**src/rtl/core/sha_pkg.sv**
```systemverilog
// ----------------------------------------------------------------------------
// SHA-256 package
// Round constants, initial hash and round helper functions.
// ----------------------------------------------------------------------------
`default_nettype none
package sha_pkg;

  typedef logic [31:0] word_t;

  typedef struct packed {
    logic start;
  } rnd_ctl_t;

  function automatic word_t rotr(input word_t v, input int unsigned n);
    rotr = (v >> n) | (v << (32 - n));
  endfunction

  function automatic word_t init_hash(input logic [2:0] i);
    case (i)
      3'd0: init_hash = 32'h6a09e667;
      3'd1: init_hash = 32'hbb67ae85;
      3'd2: init_hash = 32'h3c6ef372;
      3'd3: init_hash = 32'ha54ff53a;
      3'd4: init_hash = 32'h510e527f;
      3'd5: init_hash = 32'h9b05688c;
      3'd6: init_hash = 32'h1f83d9ab;
      default: init_hash = 32'h5be0cd19;
    endcase
  endfunction

  function automatic word_t round_k(input logic [5:0] i);
    logic [31:0] k [64];
    k = '{
      32'h428a2f98,32'h71374491,32'hb5c0fbcf,32'he9b5dba5,32'h3956c25b,32'h59f111f1,
      32'h923f82a4,32'hab1c5ed5,32'hd807aa98,32'h12835b01,32'h243185be,32'h550c7dc3,
      32'h72be5d74,32'h80deb1fe,32'h9bdc06a7,32'hc19bf174,32'he49b69c1,32'hefbe4786,
      32'h0fc19dc6,32'h240ca1cc,32'h2de92c6f,32'h4a7484aa,32'h5cb0a9dc,32'h76f988da,
      32'h983e5152,32'ha831c66d,32'hb00327c8,32'hbf597fc7,32'hc6e00bf3,32'hd5a79147,
      32'h06ca6351,32'h14292967,32'h27b70a85,32'h2e1b2138,32'h4d2c6dfc,32'h53380d13,
      32'h650a7354,32'h766a0abb,32'h81c2c92e,32'h92722c85,32'ha2bfe8a1,32'ha81a664b,
      32'hc24b8b70,32'hc76c51a3,32'hd192e819,32'hd6990624,32'hf40e3585,32'h106aa070,
      32'h19a4c116,32'h1e376c08,32'h2748774c,32'h34b0bcb5,32'h391c0cb3,32'h4ed8aa4a,
      32'h5b9cca4f,32'h682e6ff3,32'h748f82ee,32'h78a5636f,32'h84c87814,32'h8cc70208,
      32'h90befffa,32'ha4506ceb,32'hbef9a3f7,32'hc67178f2};
    round_k = k[i];
  endfunction

endpackage
`default_nettype wire

```
**src/rtl/core/sha_round_unit.sv**
```systemverilog
// ----------------------------------------------------------------------------
// SHA-256 round unit
// Shared round logic with rolling 16-word schedule; one round per cycle.
// ----------------------------------------------------------------------------
`default_nettype none
module sha_round_unit (
  input  wire logic                 clk,
  input  wire logic                 rst,
  input  wire sha_pkg::rnd_ctl_t    ctl,
  input  wire logic [511:0]         block,
  input  wire logic [255:0]         chain_in,
  output logic                      done,
  output logic [255:0]              chain_out
);
  import sha_pkg::*;

  word_t w [16];
  word_t v [8];
  logic [5:0] rnd;
  logic       run;
  word_t wt, t1, t2, s0, s1, e, a;

  always_comb begin
    e  = v[4];
    a  = v[0];
    s0 = rotr(w[1], 7) ^ rotr(w[1], 18) ^ (w[1] >> 3);
    s1 = rotr(w[14], 17) ^ rotr(w[14], 19) ^ (w[14] >> 10);
    wt = w[0];
    t1 = v[7] + (rotr(e, 6) ^ rotr(e, 11) ^ rotr(e, 25)) + ((e & v[5]) ^ (~e & v[6]))
         + round_k(rnd) + wt;
    t2 = (rotr(a, 2) ^ rotr(a, 13) ^ rotr(a, 22)) + ((a & v[1]) ^ (a & v[2]) ^ (v[1] & v[2]));
  end

  always_ff @(posedge clk) begin
    if (rst) begin
      run  <= 1'b0;
      rnd  <= '0;
      done <= 1'b0;
    end else begin
      done <= 1'b0;
      if (ctl.start) begin
        run <= 1'b1;
        rnd <= '0;
      end else if (run) begin
        rnd <= rnd + 6'd1;
        if (rnd == 6'd63) begin
          run  <= 1'b0;
          done <= 1'b1;
        end
      end
    end
  end

  always_ff @(posedge clk) begin
    if (ctl.start) begin
      for (int i = 0; i < 16; i++) w[i] <= block[511 - 32*i -: 32];
      for (int i = 0; i < 8; i++) v[i] <= chain_in[255 - 32*i -: 32];
    end else if (run) begin
      for (int i = 0; i < 15; i++) w[i] <= w[i+1];
      w[15] <= s1 + w[9] + s0 + w[0];
      v[7] <= v[6]; v[6] <= v[5]; v[5] <= v[4]; v[4] <= v[3] + t1;
      v[3] <= v[2]; v[2] <= v[1]; v[1] <= v[0]; v[0] <= t1 + t2;
    end
  end

  always_comb begin
    for (int i = 0; i < 8; i++) chain_out[255 - 32*i -: 32] = chain_in[255 - 32*i -: 32] + v[i];
  end
endmodule
`default_nettype wire

```
**src/rtl/core/sha256_stream_hasher_unit.sv**
```systemverilog
// ----------------------------------------------------------------------------
// SHA-256 stream hasher
// Byte-stream SHA-256 with padding and four-part digest output.
// ----------------------------------------------------------------------------
// A byte request that fills a block runs the 64 rounds of the shared round
// unit plus start, load and fold before the next request is taken.
// An end mark runs one or two padding blocks and then offers four 64-bit
// digest parts; a new request is taken only after the last part has been
// accepted.
`default_nettype none
module sha256_stream_hasher_unit (
  input  wire logic        clk,
  input  wire logic        rst,
  input  wire logic        in_valid,
  output logic             in_ready,
  input  wire logic [7:0]  data_byte,
  input  wire logic        byte_valid,
  input  wire logic        end_of_message,
  output logic             out_valid,
  input  wire logic        out_ready,
  output logic [63:0]      digest_part,
  output logic             digest_last
);
  import sha_pkg::*;

  typedef enum logic [4:0] {
    S_IDLE = 5'b00001,
    S_HASH = 5'b00010,
    S_PAD  = 5'b00100,
    S_LEN  = 5'b01000,
    S_OUT  = 5'b10000
  } state_t;

  state_t       state;
  logic [511:0] blk;
  logic [5:0]   fill;
  logic [63:0]  bit_count;
  logic [255:0] chain;
  logic         pend_end;
  logic         len_only;
  logic [1:0]   part;
  rnd_ctl_t     ctl;
  logic         done;
  logic [255:0] chain_new;
  logic         take;
  logic [511:0] pad_blk;

  assign take     = in_valid && in_ready;
  assign in_ready = (state == S_IDLE);
  assign out_valid = (state == S_OUT);
  assign digest_part = chain[255 - 64*part -: 64];
  assign digest_last = (part == 2'd3);

  sha_round_unit u_round (
    .clk, .rst, .ctl, .block(blk), .chain_in(chain), .done, .chain_out(chain_new)
  );

  always_comb begin
    pad_blk = blk;
    for (int i = 0; i < 64; i++)
      if (i > int'(fill)) pad_blk[511 - 8*i -: 8] = 8'h00;
    pad_blk[511 - 8*fill -: 8] = 8'h80;
  end

  always_ff @(posedge clk) begin
    if (rst) begin
      state     <= S_IDLE;
      fill      <= '0;
      bit_count <= '0;
      pend_end  <= 1'b0;
      len_only  <= 1'b0;
      part      <= '0;
      ctl.start <= 1'b0;
      for (int i = 0; i < 8; i++) chain[255 - 32*i -: 32] <= init_hash(3'(i));
    end else begin
      ctl.start <= 1'b0;
      case (state)
        S_IDLE: begin
          if (take) begin
            pend_end <= end_of_message;
            if (byte_valid) begin
              blk[511 - 8*fill -: 8] <= data_byte;
              bit_count <= bit_count + 64'd8;
              fill <= fill + 6'd1;
              if (fill == 6'd63) begin
                ctl.start <= 1'b1;
                state <= S_HASH;
              end else if (end_of_message) begin
                state <= S_PAD;
              end
            end else if (end_of_message) begin
              state <= S_PAD;
            end
          end
        end
        S_PAD: begin
          ctl.start <= 1'b1;
          if (len_only) begin
            blk <= {448'd0, bit_count};
            state <= S_LEN;
          end else if (fill > 6'd55) begin
            blk <= pad_blk;
            fill <= '0;
            len_only <= 1'b1;
            state <= S_HASH;
          end else begin
            blk <= {pad_blk[511:64], bit_count};
            state <= S_LEN;
          end
        end
        S_HASH: begin
          if (done) begin
            chain <= chain_new;
            if (pend_end) state <= S_PAD;
            else state <= S_IDLE;
          end
        end
        S_LEN: begin
          if (done) begin
            chain <= chain_new;
            part  <= '0;
            state <= S_OUT;
          end
        end
        S_OUT: begin
          if (out_ready) begin
            part <= part + 2'd1;
            if (part == 2'd3) begin
              state <= S_IDLE;
              fill <= '0;
              bit_count <= '0;
              pend_end <= 1'b0;
              len_only <= 1'b0;
              for (int i = 0; i < 8; i++) chain[255 - 32*i -: 32] <= init_hash(3'(i));
            end
          end
        end
        default: state <= S_IDLE;
      endcase
    end
  end

  a_ready_idle: assert property (@(posedge clk) disable iff (rst)
    in_ready |-> !out_valid) else $error("ready while output valid");
  a_last_part: assert property (@(posedge clk) disable iff (rst)
    (out_valid && out_ready && digest_last) |=> in_ready) else $error("no return to idle");
  a_out_hold: assert property (@(posedge clk) disable iff (rst)
    (out_valid && !out_ready) |=> $stable(digest_part)) else $error("digest moved");
endmodule
`default_nettype wire

```
**config.mk**
```make
export PLATFORM = sky130hd
export DESIGN_NAME = sha256_stream_hasher_unit
export DESIGN_NICKNAME = d
export VERILOG_FILES = /design/src/rtl/core/sha_pkg.sv /design/src/rtl/core/sha_round_unit.sv /design/src/rtl/core/sha256_stream_hasher_unit.sv
export SDC_FILE = /design/constraint.sdc
export NUM_CORES = 2
export LEC_CHECK = 0
export BUFFER_PORTS_ARGS = -buffer_cell sky130_fd_sc_hd__buf_2
export CAP_MARGIN = 20
export CORE_MARGIN = 2
export CORE_UTILIZATION = 54
export CTS_BUF_LIST = sky130_fd_sc_hd__clkbuf_4 sky130_fd_sc_hd__clkbuf_8 sky130_fd_sc_hd__clkbuf_16
export CTS_CLUSTER_SIZE = 28
export DETAILED_ROUTE_END_ITERATION = 6
export HOLD_SLACK_MARGIN = 0.03
export PLACE_DENSITY = 0.71
export SLEW_MARGIN = 20
export SYNTH_ARGS = -nofsm -noshare
export SYNTH_HDL_FRONTEND = slang
export SYNTH_SLANG_ARGS = --single-unit
```
**constraint.sdc**
```tcl
create_clock -name clk -period 11.57 [get_ports clk]
set_clock_uncertainty 0.15 [all_clocks]
set_input_delay 1.157 -clock clk [delete_from_list [all_inputs] [get_ports clk]]
set_output_delay 1.157 -clock clk [all_outputs]
set_load 0.02 [all_outputs]
```
==> results.md <==
- Flops & latches, synth: 1,621
- WP data required: 11.97 ns
- Pin count of the biggest net entering global routing: 199
- Crit path buf inv count: 4
- Reg power frac: 37.8%
- Num rows: 153
- Hold crit path type: reg -> reg
- Commonest cells post-synth: nand2_1, edfxtp_1, nor2_1, a21oi_1, o21ai_0
- Number of distinct library cells after synthesis: 97
- Largest cells by area after synthesis: edfxtp_1, nand2_1, dfxtp_1, ha_1, fa_1
- Layout cell share with drive strength beyond 1: 9.29%
- Cell taking the most area after synthesis: edfxtp_1
- Core Area: 173,000 sq um
- Vias in the first global route: 73,000
- Top delay family on crit path: compound AO/OA/AOI/OAI gates
- Number of port buffers: 80
- DRT Pass-1 Iters: 6
- Power Total: 17.2 mW
- Residual DRC: 0
- GRT met3 Usage: 7.10%
- RSZ-0062 raised after global routing: false
- Grt met1 use: 46.1%
- Critical path's slowest cell: o311ai_0
- Crit-path max FO: 12
- Int Pwr: 11.7 mW
- Die Y: 421 um
- Total wire length: 342,000 um
- CTS root buffer: clkbuf_16
- Yosys top cell area share: 40.9%
- Worst-margin pin slew: 1.39 ns
- Setup violators final: 0
- Syn Inst Count: 9,562
- Total CTS buffers: 173
- Max rail drop VDD: 0.172 mV
- Initial Util: 54.2%
- DP HPWL: 249,000 um
- Final period util: 87.6%
- Most frequent cell after synthesis: nand2_1
- Avg WL per Cell: 28.5 um
- Synth-to-Final Area Change: 9.94%
- Busiest grt layer: met2
- Final worst path period need: 10.14 ns
- Max Clock Freq: 98.6 MHz
- EDFF count, synth: 1,280
- Combinational share of power: 26.7%
- Clock power share: 35.5%
- Leading register cell type out of synthesis: edfxtp_1
- Antenna Nets Post-Route: 0
- CTS tree: done
- Initial DRC count: 9,608
- Outcome: finished, final reports clean
- Post-Syn Area: 93,900 sq um
- I/O pin count: 81
- Vias per cell: 6.25
- Synth warn: 0
- Register area share after synthesis: 48.2%
- Global placement routability congestion: 1.06
- Pleak: 39.1 nW
- Switching pwr: 5.51 mW
- Clk buf depth: 3
- Final Util: 59.6%
- Slowest stage delay, CP: 0.58 ns
- Async S/R FF share, synth: 0%
- Power Dens Cells: 167 nW/um^2
- Net Sw Frac: 32.0%
- Die W: 421 um
- Worst skew pair latency: 0.85 ns
- First-pass GRT wire length: 492,000 um
- Grt total ovfl: 0
- Post-CTS Setup Bufs: 0
- Max Slew Vio Count: 0
- CTS H-tree lvls: 4
- TritonCTS Sinks: 1,621
- Worst-path clk slew: 0.06 ns
- Critical path class: reg -> reg
- Via Count: 74,900
- Post-cts hold buffer count: 0
- DIE AREA: 177,000 sq um
- Syn_area_per_cell: 9.82 sq um
- Worst-case hold slack: 0.346 ns
- Maxcap violations: 0
- Setup TNS: 0 ns
- Met2 Usage GRT: 60.5%
- Total GRT Usage: 37.9%
- Syn Nets: 10,200
- Post-layout nets: 10,100
- Initial antenna violation count: 19
- CP startpoint kind: flip-flop
- Critical Path End Type: flip-flop
- Worst EP arrival: 10.54 ns
- Slew HR: 7.64%
- Final Hold Viols: 0
- Post_cts resized: 0
-- worst paths after layout --
check / start / to / slack [ns] / depth (start not counted)
setup / recovery: u_round.rnd[0] / u_round.v[0][30] / 1.43 / 37
setup reg to reg: u_round.rnd[0] / u_round.v[0][30] / 1.43 / 37
hold reg to reg: chain[34] / chain[34] / 0.35 / 2
hold / removal: chain[34] / chain[34] / 0.35 / 2
-- per-stage QoR --
step,setup slack [ns],std cells,instance area [sq um]
finish,1.43,12000,103000
detailed placement,1.51,11600,96900
global route,0.962,12000,103000
floorplan,0.346,9562,93900
CTS,1.46,12000,103000
global placement,1.43,11600,96800
-- worst min-delay path, delay by kind of cell, from the launching register on --
family          cells  cell delay, ns
compound gates      1            0.05
flops               1            0.34
simple gates        1            0.06
-- power groups by stage --
stage,Clock (mW),Sequential (mW),Combinational (mW)
6_report,6.13,6.51,4.59
5_1_grt,6.37,6.51,4.99
4_1_cts,6.15,6.51,4.48
3_5_place_dp,0,6.63,4.44
3_3_place_gp,0,6.63,4.38
2_1_floorplan,0,6.63,3.17
-- cell usage in the layout, fill, tap and decap left out, types with 79 or more instances in the layout --
master,synthesis,final
a21o_1,173,173
a21oi_1,520,507
buf_2,0,79
buf_4,0,144
clkbuf_16,0,178
dfxtp_1,341,334
edfxtp_1,1280,1280
fa_1,195,195
ha_1,398,398
inv_1,440,438
mux2_2,192,192
nand2_1,2056,2053
nand2b_1,114,113
nand3_1,186,186
nor2_1,889,883
nor3_1,109,106
o21ai_0,485,482
xnor2_1,372,372
xor2_1,255,255
-- kinds of logic after synthesis --
| group | synth area share [%] |
|---|---|
| multiplexers | 4.14 |
| adder cells (fa/ha/maj) | 9.71 |
| buffers and inverters | 3.73 |
| XOR/XNOR | 5.85 |
| flip-flops | 48.2 |
| AO/OA/AOI/OAI | 11.9 |
| AND/OR/NAND/NOR | 16.5 |
-- area by class of cell --
type | count | area (sq um)
antenna | 14 | 35.0
clock buffer | 232 | 4950
clock inverter | 90 | 1330
fill | 14500 | 70000
inverter | 447 | 1680
multi-input combinational | 7008 | 45400
sequential | 1621 | 45300
tap | 2325 | 2910
timing repair buffer | 236 | 1690
-- metal layers --
layer / wire (um) / share of wire (%)
met5: 99 / 0.029
met4: 29600 / 8.7
met3: 31100 / 9.1
met2: 158000 / 46
met1: 123000 / 36
-- registers in the layout (all words and copies together) (netlist names), 2 cells and up --
register     flops
blk            512
u_round.w      512
chain          256
u_round.v      256
bit_count       61
fill             6
u_round.rnd      6
state            5
part             2
Note: power is estimated with default switching activity, not from simulation.
